===== src/design/idw_pkg.sv =====
`timescale 1ns / 1ps
// Shared types, constants and tables for the inverse-distance interpolator.
// No dependencies; imported by every module of the block.
package idw_pkg;

    localparam int SourceDepth = 256;
    localparam int CNT_W = $clog2(SourceDepth + 1);
    localparam int IDX_W = (SourceDepth > 1) ? $clog2(SourceDepth) : 1;

    localparam logic [1:0] OP_CLEAR = 2'd0;
    localparam logic [1:0] OP_ADD   = 2'd1;
    localparam logic [1:0] OP_QUERY = 2'd2;

    localparam logic [1:0] ST_OK    = 2'd0;
    localparam logic [1:0] ST_FULL  = 2'd1;
    localparam logic [1:0] ST_EMPTY = 2'd2;

    localparam logic [1:0] SEL_ZERO = 2'd0;
    localparam logic [1:0] SEL_HIT  = 2'd1;
    localparam logic [1:0] SEL_DIV  = 2'd2;

    typedef struct packed {
        logic       accept;
        logic       clear;
        logic       add;
        logic       qstart;
        logic       rd;
        logic       sq;
        logic       sum;
        logic       norm_step;
        logic       log_init;
        logic       log_step;
        logic       expc;
        logic       exp_step;
        logic       acc1;
        logic       acc2;
        logic       div_init;
        logic       div_step;
        logic       finish;
        logic [1:0] fin_sel;
        logic [1:0] fin_status;
        logic [3:0] step;
    } idw_cmd_t;

    typedef struct packed {
        logic [1:0] op;
        logic       cnt_zero;
        logic       cnt_full;
        logic       idx_last;
        logic       dzero;
        logic       norm_done;
        logic       out_free;
    } idw_stat_t;

    function automatic logic [30:0] exp2_tab(input logic [3:0] k);
        logic [30:0] t;
        case (k)
            4'd0:    t = 31'd1518500250;
            4'd1:    t = 31'd1276901417;
            4'd2:    t = 31'd1170923762;
            4'd3:    t = 31'd1121280437;
            4'd4:    t = 31'd1097253708;
            4'd5:    t = 31'd1085434105;
            4'd6:    t = 31'd1079572139;
            4'd7:    t = 31'd1076653034;
            4'd8:    t = 31'd1075196443;
            4'd9:    t = 31'd1074468887;
            4'd10:   t = 31'd1074105292;
            4'd11:   t = 31'd1073923544;
            4'd12:   t = 31'd1073832680;
            4'd13:   t = 31'd1073787251;
            4'd14:   t = 31'd1073764537;
            default: t = 31'd1073753181;
        endcase
        return t;
    endfunction

endpackage


===== src/design/idw_ctrl.sv =====
`timescale 1ns / 1ps
// Sequencing state machine of the interpolator.
// Depends on idw_pkg; drives the datapath through idw_cmd_t.
module idw_ctrl (
    input  logic              aclk,
    input  logic              aresetn,
    input  logic              s_tvalid,
    output logic              s_tready,
    input  idw_pkg::idw_stat_t st,
    output idw_pkg::idw_cmd_t  cmd
);
    import idw_pkg::*;

    localparam logic [3:0] S_IDLE = 4'd0;
    localparam logic [3:0] S_EXEC = 4'd1;
    localparam logic [3:0] S_RD   = 4'd2;
    localparam logic [3:0] S_SQ   = 4'd3;
    localparam logic [3:0] S_SUM  = 4'd4;
    localparam logic [3:0] S_NORM = 4'd5;
    localparam logic [3:0] S_LOG  = 4'd6;
    localparam logic [3:0] S_EXPC = 4'd7;
    localparam logic [3:0] S_EXP  = 4'd8;
    localparam logic [3:0] S_ACC1 = 4'd9;
    localparam logic [3:0] S_ACC2 = 4'd10;
    localparam logic [3:0] S_DIVI = 4'd11;
    localparam logic [3:0] S_DIV  = 4'd12;
    localparam logic [3:0] S_FIN  = 4'd13;

    logic [3:0] state_reg, state_next;
    logic [5:0] step_reg, step_next;
    logic [1:0] fsel_reg, fsel_next;
    logic [1:0] fstat_reg, fstat_next;

    assign s_tready = (state_reg == S_IDLE);

    always_comb begin
        state_next = state_reg;
        step_next  = step_reg;
        fsel_next  = fsel_reg;
        fstat_next = fstat_reg;
        cmd            = '0;
        cmd.step       = step_reg[3:0];
        cmd.fin_sel    = fsel_reg;
        cmd.fin_status = fstat_reg;
        case (state_reg)
            S_IDLE: begin
                if (s_tvalid) begin
                    cmd.accept = 1'b1;
                    state_next = S_EXEC;
                end
            end
            S_EXEC: begin
                fsel_next  = SEL_ZERO;
                fstat_next = ST_OK;
                state_next = S_FIN;
                case (st.op)
                    OP_CLEAR: cmd.clear = 1'b1;
                    OP_ADD: begin
                        if (st.cnt_full) begin
                            fstat_next = ST_FULL;
                        end else begin
                            cmd.add = 1'b1;
                        end
                    end
                    OP_QUERY: begin
                        if (st.cnt_zero) begin
                            fstat_next = ST_EMPTY;
                        end else begin
                            cmd.qstart = 1'b1;
                            state_next = S_RD;
                        end
                    end
                    default: ;
                endcase
            end
            S_RD: begin
                cmd.rd     = 1'b1;
                state_next = S_SQ;
            end
            S_SQ: begin
                cmd.sq     = 1'b1;
                state_next = S_SUM;
            end
            S_SUM: begin
                cmd.sum    = 1'b1;
                state_next = S_NORM;
            end
            S_NORM: begin
                if (st.dzero) begin
                    fsel_next  = SEL_HIT;
                    fstat_next = ST_OK;
                    state_next = S_FIN;
                end else if (st.norm_done) begin
                    cmd.log_init = 1'b1;
                    step_next    = '0;
                    state_next   = S_LOG;
                end else begin
                    cmd.norm_step = 1'b1;
                end
            end
            S_LOG: begin
                cmd.log_step = 1'b1;
                step_next    = step_reg + 6'd1;
                if (step_reg == 6'd15) begin
                    step_next  = '0;
                    state_next = S_EXPC;
                end
            end
            S_EXPC: begin
                cmd.expc   = 1'b1;
                step_next  = '0;
                state_next = S_EXP;
            end
            S_EXP: begin
                cmd.exp_step = 1'b1;
                step_next    = step_reg + 6'd1;
                if (step_reg == 6'd15) begin
                    step_next  = '0;
                    state_next = S_ACC1;
                end
            end
            S_ACC1: begin
                cmd.acc1   = 1'b1;
                state_next = S_ACC2;
            end
            S_ACC2: begin
                cmd.acc2   = 1'b1;
                state_next = st.idx_last ? S_DIVI : S_RD;
            end
            S_DIVI: begin
                cmd.div_init = 1'b1;
                step_next    = '0;
                state_next   = S_DIV;
            end
            S_DIV: begin
                cmd.div_step = 1'b1;
                step_next    = step_reg + 6'd1;
                if (step_reg == 6'd63) begin
                    fsel_next  = SEL_DIV;
                    fstat_next = ST_OK;
                    state_next = S_FIN;
                end
            end
            S_FIN: begin
                if (st.out_free) begin
                    cmd.finish = 1'b1;
                    state_next = S_IDLE;
                end
            end
            default: state_next = S_IDLE;
        endcase
    end

    always_ff @(posedge aclk) begin
        if (!aresetn) begin
            state_reg <= S_IDLE;
            step_reg  <= '0;
            fsel_reg  <= SEL_ZERO;
            fstat_reg <= ST_OK;
        end else begin
            state_reg <= state_next;
            step_reg  <= step_next;
            fsel_reg  <= fsel_next;
            fstat_reg <= fstat_next;
        end
    end

endmodule


===== config.mk =====
export PLATFORM = sky130hd
export DESIGN_NAME = idw_ctrl
export DESIGN_NICKNAME = d
export VERILOG_FILES = /design/src/design/idw_pkg.sv /design/src/design/idw_ctrl.sv
export SDC_FILE = /design/constraint.sdc
export NUM_CORES = 1
export LEC_CHECK = 0
export BUFFER_PORTS_ARGS = -buffer_cell sky130_fd_sc_hd__buf_2
export CORE_UTILIZATION = 51
export CTS_BUF_LIST = sky130_fd_sc_hd__clkbuf_4 sky130_fd_sc_hd__clkbuf_8
export CTS_CLUSTER_DIAMETER = 60
export DETAILED_ROUTE_END_ITERATION = 8
export GPL_ROUTABILITY_DRIVEN = 0
export PLACE_DENSITY = 0.8
export SETUP_SLACK_MARGIN = 0.05
export SYNTH_ARGS = -nofsm -noshare
export SYNTH_HDL_FRONTEND = slang
export SYNTH_SLANG_ARGS = --single-unit

===== constraint.sdc =====
create_clock -name aclk -period 2.63 [get_ports aclk]
set_input_delay 0.263 -clock aclk [delete_from_list [all_inputs] [get_ports aclk]]
set_output_delay 0.263 -clock aclk [all_outputs]
set_load 0.005 [all_outputs]

-- Word level (Yosys, flattened, before mapping)
Cells that the tools add are included.
- reductions and logical operators: 9
- equality and inequality tests: 26
- add/sub/neg operators: 1
- muxes and demuxes: 48
- operator list (kind ; count):
    $pmux W4 S14 ; 1
    $mux W4 ; 10
    $eq A4 B4 Y1 const B ; 6
    $pmux W6 S4 ; 1
    $mux W1 ; 22
    $mux W6 ; 3
    $eq A4 B3 Y1 const B ; 4
    $ne A2 B2 Y1 const B ; 8
    $mux W2 ; 7
    $pmux W2 S3 ; 2
    $eq A4 B2 Y1 const B ; 2
    $add A6 B1 Y6 const B ; 1
    $eq A6 B4 Y1 const B ; 1
    $eq A6 B6 Y1 const B ; 1
    $reduce_and A3 Y1 ; 2
    $reduce_and A6 Y1 ; 1
    $eq A4 B1 Y1 const B ; 1
    $logic_not A4 Y1 ; 1
    $pmux W2 S2 ; 1
    $reduce_bool A4 Y1 ; 1
    $reduce_or A2 Y1 ; 2
    $mux W3 ; 1
    $ne A3 B3 Y1 const B ; 1
    $reduce_bool A3 Y1 ; 1
    3 further kinds ; 3
- output and inout bits: 26
- word-level logic and storage cells: 88
- register bits after elaboration: 14
- input bits: 11

-- Depth between registers and ports, before layout
- depth after elaboration: 4
- depth in mapped cells: 7

-- Worst setup path after synthesis
Ideal clock, no wire load.
- path type: register -> register
- from: register step_reg[0]
- to: register state_reg[3]
- data required time: 2.514 ns
- arrival: 1.588 ns
- path buffers: 0
- cell stages (with the launch flop): 7
- setup slack: 0.925 ns
- clock period less this slack: 1.705 ns
- cells stage by stage: dfxtp_1 -> ha_1 -> nand3_1 -> o32a_2 -> nor4_4 -> nand3_1 -> o211a_1
- longest elaborated chain between the ends: 3
- RTL lines (item ; line ; source):
    start, declared ; idw_ctrl.sv:30 ; logic [5:0] step_reg, step_next;
    start signal, assigned ; idw_ctrl.sv:162 ; step_reg <= step_next;
    $eq A6 B6 Y1 or $eq A6 B4 Y1 (tied branches) ; idw_ctrl.sv:138, idw_ctrl.sv:104, idw_ctrl.sv:117 ;
    $ne A2 B2 Y1 (no source line) ; - ;
    $reduce_and A6 Y1 (no source line) * ; - ;
    end signal, assigned ; idw_ctrl.sv:161 ; state_reg <= state_next;
    end, declared ; idw_ctrl.sv:29 ; logic [3:0] state_reg, state_next;
Every way passes the cells marked *; elsewhere a longest branch is shown, timed or not.
A chain may end at the register's enable or synchronous reset.

==> results.tsv <==
stage	metric	value	unit
sta	fin_tns_setup	0	ns
setup_path	arrival	2.01	ns
sta	relSlewSlack	0.486	
sta	fmax	440	MHz
logic_synthesis	synth_cell_type_count	47	
sta	holdWs	0.290	ns
worst_hold_path	hold_class	primary input to register	
logic_synthesis	synthFlopType	dfxtp_1	
floorplan	start_util	0.558	
logic_synthesis	post_synth_and_or_nand_nor_area_fraction	0.358	
logic_synthesis	synth_area	0.00113	sq mm
logic_synthesis	ys_ff_latch	14	
logic_synthesis	yosys.area_share.xor_xnor	0.0388	
logic_synthesis	synth_mux_area_frac	0.0355	
job	maxCapViolations	0	
clock_network	htree_levels	1	
setup_path	end_kind	primary output	
clock_network	cts_tree	done	
setup_path	required	2.37	ns
clock_network	cts_max_path_buffers	2	
sta	finalMaxSlewViolations	0	
clock_network	cts-hold-fix-buffers	0	
setup_path	worstSetupStartpointType	register	
sta	period_minus_slack	2.27	ns
setup_path	crit_fanout	25	
final_layout	final_util	0.645	
clock_network	cts_buffers	3	
final_layout	n_antenna_cell	0	
logic_synthesis	async_flop_share	0	
final_layout	drive_above_1_share	0.299	
power	power.density	854	mW/mm^2
route	drc	0	
logic_synthesis	postSynthAreaPerCell	8.12	sq um
grt	grt_usage	0.221	
final_layout	layout_common_cells	buf_2 (36), dfxtp_1 (14), nand2_1 (11), a21oi_1 (10)	
sta	tightestPinTransition	0.770	ns
route	first_pass_iters	4	
sta	setup_viol	0	
power	vdd_drop_max	0.486	mV
floorplan	core-area	0.00202	sq mm
clock_network	cts-resized-gates	0	
clock_network	insertion_delay	0.28	ns
route	avgRoutedWirePerCell	13.0	um
floorplan	io_pins	37	
clock_network	clk_pin_slew	0.09	ns
final_layout	largest_reg_flops	6	
sta	rsz0062_at_grt	false	
logic_synthesis	synth_top_family_by_area	simple AND/OR/NAND/NOR gates	
clock_network	cts_root_buffer	clkbuf_4	
final_layout	syn2layout_area_growth	15.5	%
outcome	status	finished clean	
setup_path	critical_path_class	register to primary output	
sta	finalHoldViolations	0	
logic_synthesis	synth_fa_ha_area_frac	0.0443	
route	postRouteAntennaNets	0	
placement	placed_cell_area	0.00127	sq mm
clock_network	post_cts_buffers	0	
logic_synthesis	synth_compound_area_frac	0.192	
route	vias	1087	
route	drt-total-wl	2530	um
logic_synthesis	ys_seq_area_frac	0.248	
logic_synthesis	synth_edf_count	0	
logic_synthesis	syn_nets	154	
grt	grt-ovfl-total	0	
logic_synthesis	synthTopCellsByArea	dfxtp_1 (25%), a21oi_1 (4.4%), ha_1 (4.4%), nand3_1 (4.0%), nand2_1 (3.7%)	
final_layout	final_cell_area	0.00130	sq mm
final_layout	mostFrequentLayoutCell	buf_2	
sta	fin_worst_skew	0.0101	ns
route	drt_iter0_drc	10	
floorplan	die-width	49.0	um
placement	portBuffers	36	
grt	antenna_found_initial	0	
grt	grt_pass1_vias	994	
grt	grt_pass1_wl	4260	um
final_layout	finalNetCount	183	
floorplan	placementRows	16	
logic_synthesis	yosys_warnings	0	
power	power.leakage	0.631	nW
logic_synthesis	yosysTopAreaCellShare	0.248	
floorplan	die_area	0.00240	sq mm
grt	grt_max_degree	26	
route	via_per_inst	5.60	
logic_synthesis	yosys.area.top_type	dfxtp_1	
placement	dpl.hpwl	1850	um
floorplan	fp.dieH	49.0	um
sta	finalCritPeriodShare	0.865	
logic_synthesis	synth_cells	139	
clock_network	cts_sinks	14	
layout make-up:
| cell class | instances | area (sq um) |
|---|---|---|
| flip-flops and latches | 14 | 280 |
| multi-input cells | 108 | 754 |
| clock buffers | 4 | 36.3 |
| repair buffers | 36 | 180 |
| fillers | 203 | 718 |
| inverters | 5 | 18.8 |
| well taps | 27 | 33.8 |
power by group:
group,internal [mW],switching [mW],total [mW]
clock,0.0843,0.0707,0.155
combinational,0.273,0.281,0.554
sequential,0.250,0.155,0.405
total,0.607,0.506,1.11
per-layer routing:
metal / vias up / share of wire / track usage
met5: - / 0 / 0
met4: 0 / 0.0024 / 0.0490
met3: 2 / 0.045 / 0.0561
met2: 25 / 0.48 / 0.370
met1: 505 / 0.47 / 0.284
li1: 555 / - / -
synthesized netlist by cell type, types with 3 or more instances:
master,count
dfxtp_1,14
nand2_1,11
a21oi_1,10
nand3_1,9
nor2_1,9
buf_2,6
nor2b_1,6
inv_1,5
buf_4,4
ha_1,4
mux2i_1,4
nor3_1,4
xnor2_1,4
a21o_1,3
and3_1,3
nand2b_1,3
nor4_1,3
o211a_1,3
worst max-delay path, stage by stage, from the launching register on:
cell and delay (ns):
dfxtp_1 0.83, nor2b_1 0.43, nand2_1 0.12, nor3b_1 0.19, buf_2 0.14
path summary, 6_finish.rpt:
check                         endpoint                      start  slack [ns]  depth (start not counted)
max                            cmd[22]  state_reg[0]$_SDFFE_PN0P_        0.36                          4
min          state_reg[2]$_SDFFE_PN0P_                    aresetn        0.29                          3
max reg2reg  state_reg[0]$_SDFFE_PN0P_  state_reg[0]$_SDFFE_PN0P_        0.53                          5
min reg2reg   fsel_reg[0]$_SDFFE_PN0P_   fsel_reg[0]$_SDFFE_PN0P_        0.47                          2
cell families (layout without fill, tap and decap cells):
| kind of cell | after synthesis | after routing |
|---|---|---|
| fa+ha+maj | 4 | 4 |
| flops | 14 | 14 |
| simple gates | 64 | 64 |
| compound gates | 31 | 31 |
| xor+xnor | 5 | 5 |
| buf+inv | 17 | 45 |
| mux | 4 | 4 |
through the flow:
step | worst slack [ns] | power, mW | std cells
after floorplan | 0.925 | 0.834 | 139
after global placement | 0.660 | 0.928 | 190
after detailed placement | 0.558 | 0.950 | 190
after CTS | 0.383 | 1.11 | 194
after global routing | 0.210 | 1.19 | 194
final | 0.356 | 1.11 | 194
Power figures use the tool's default switching activity.
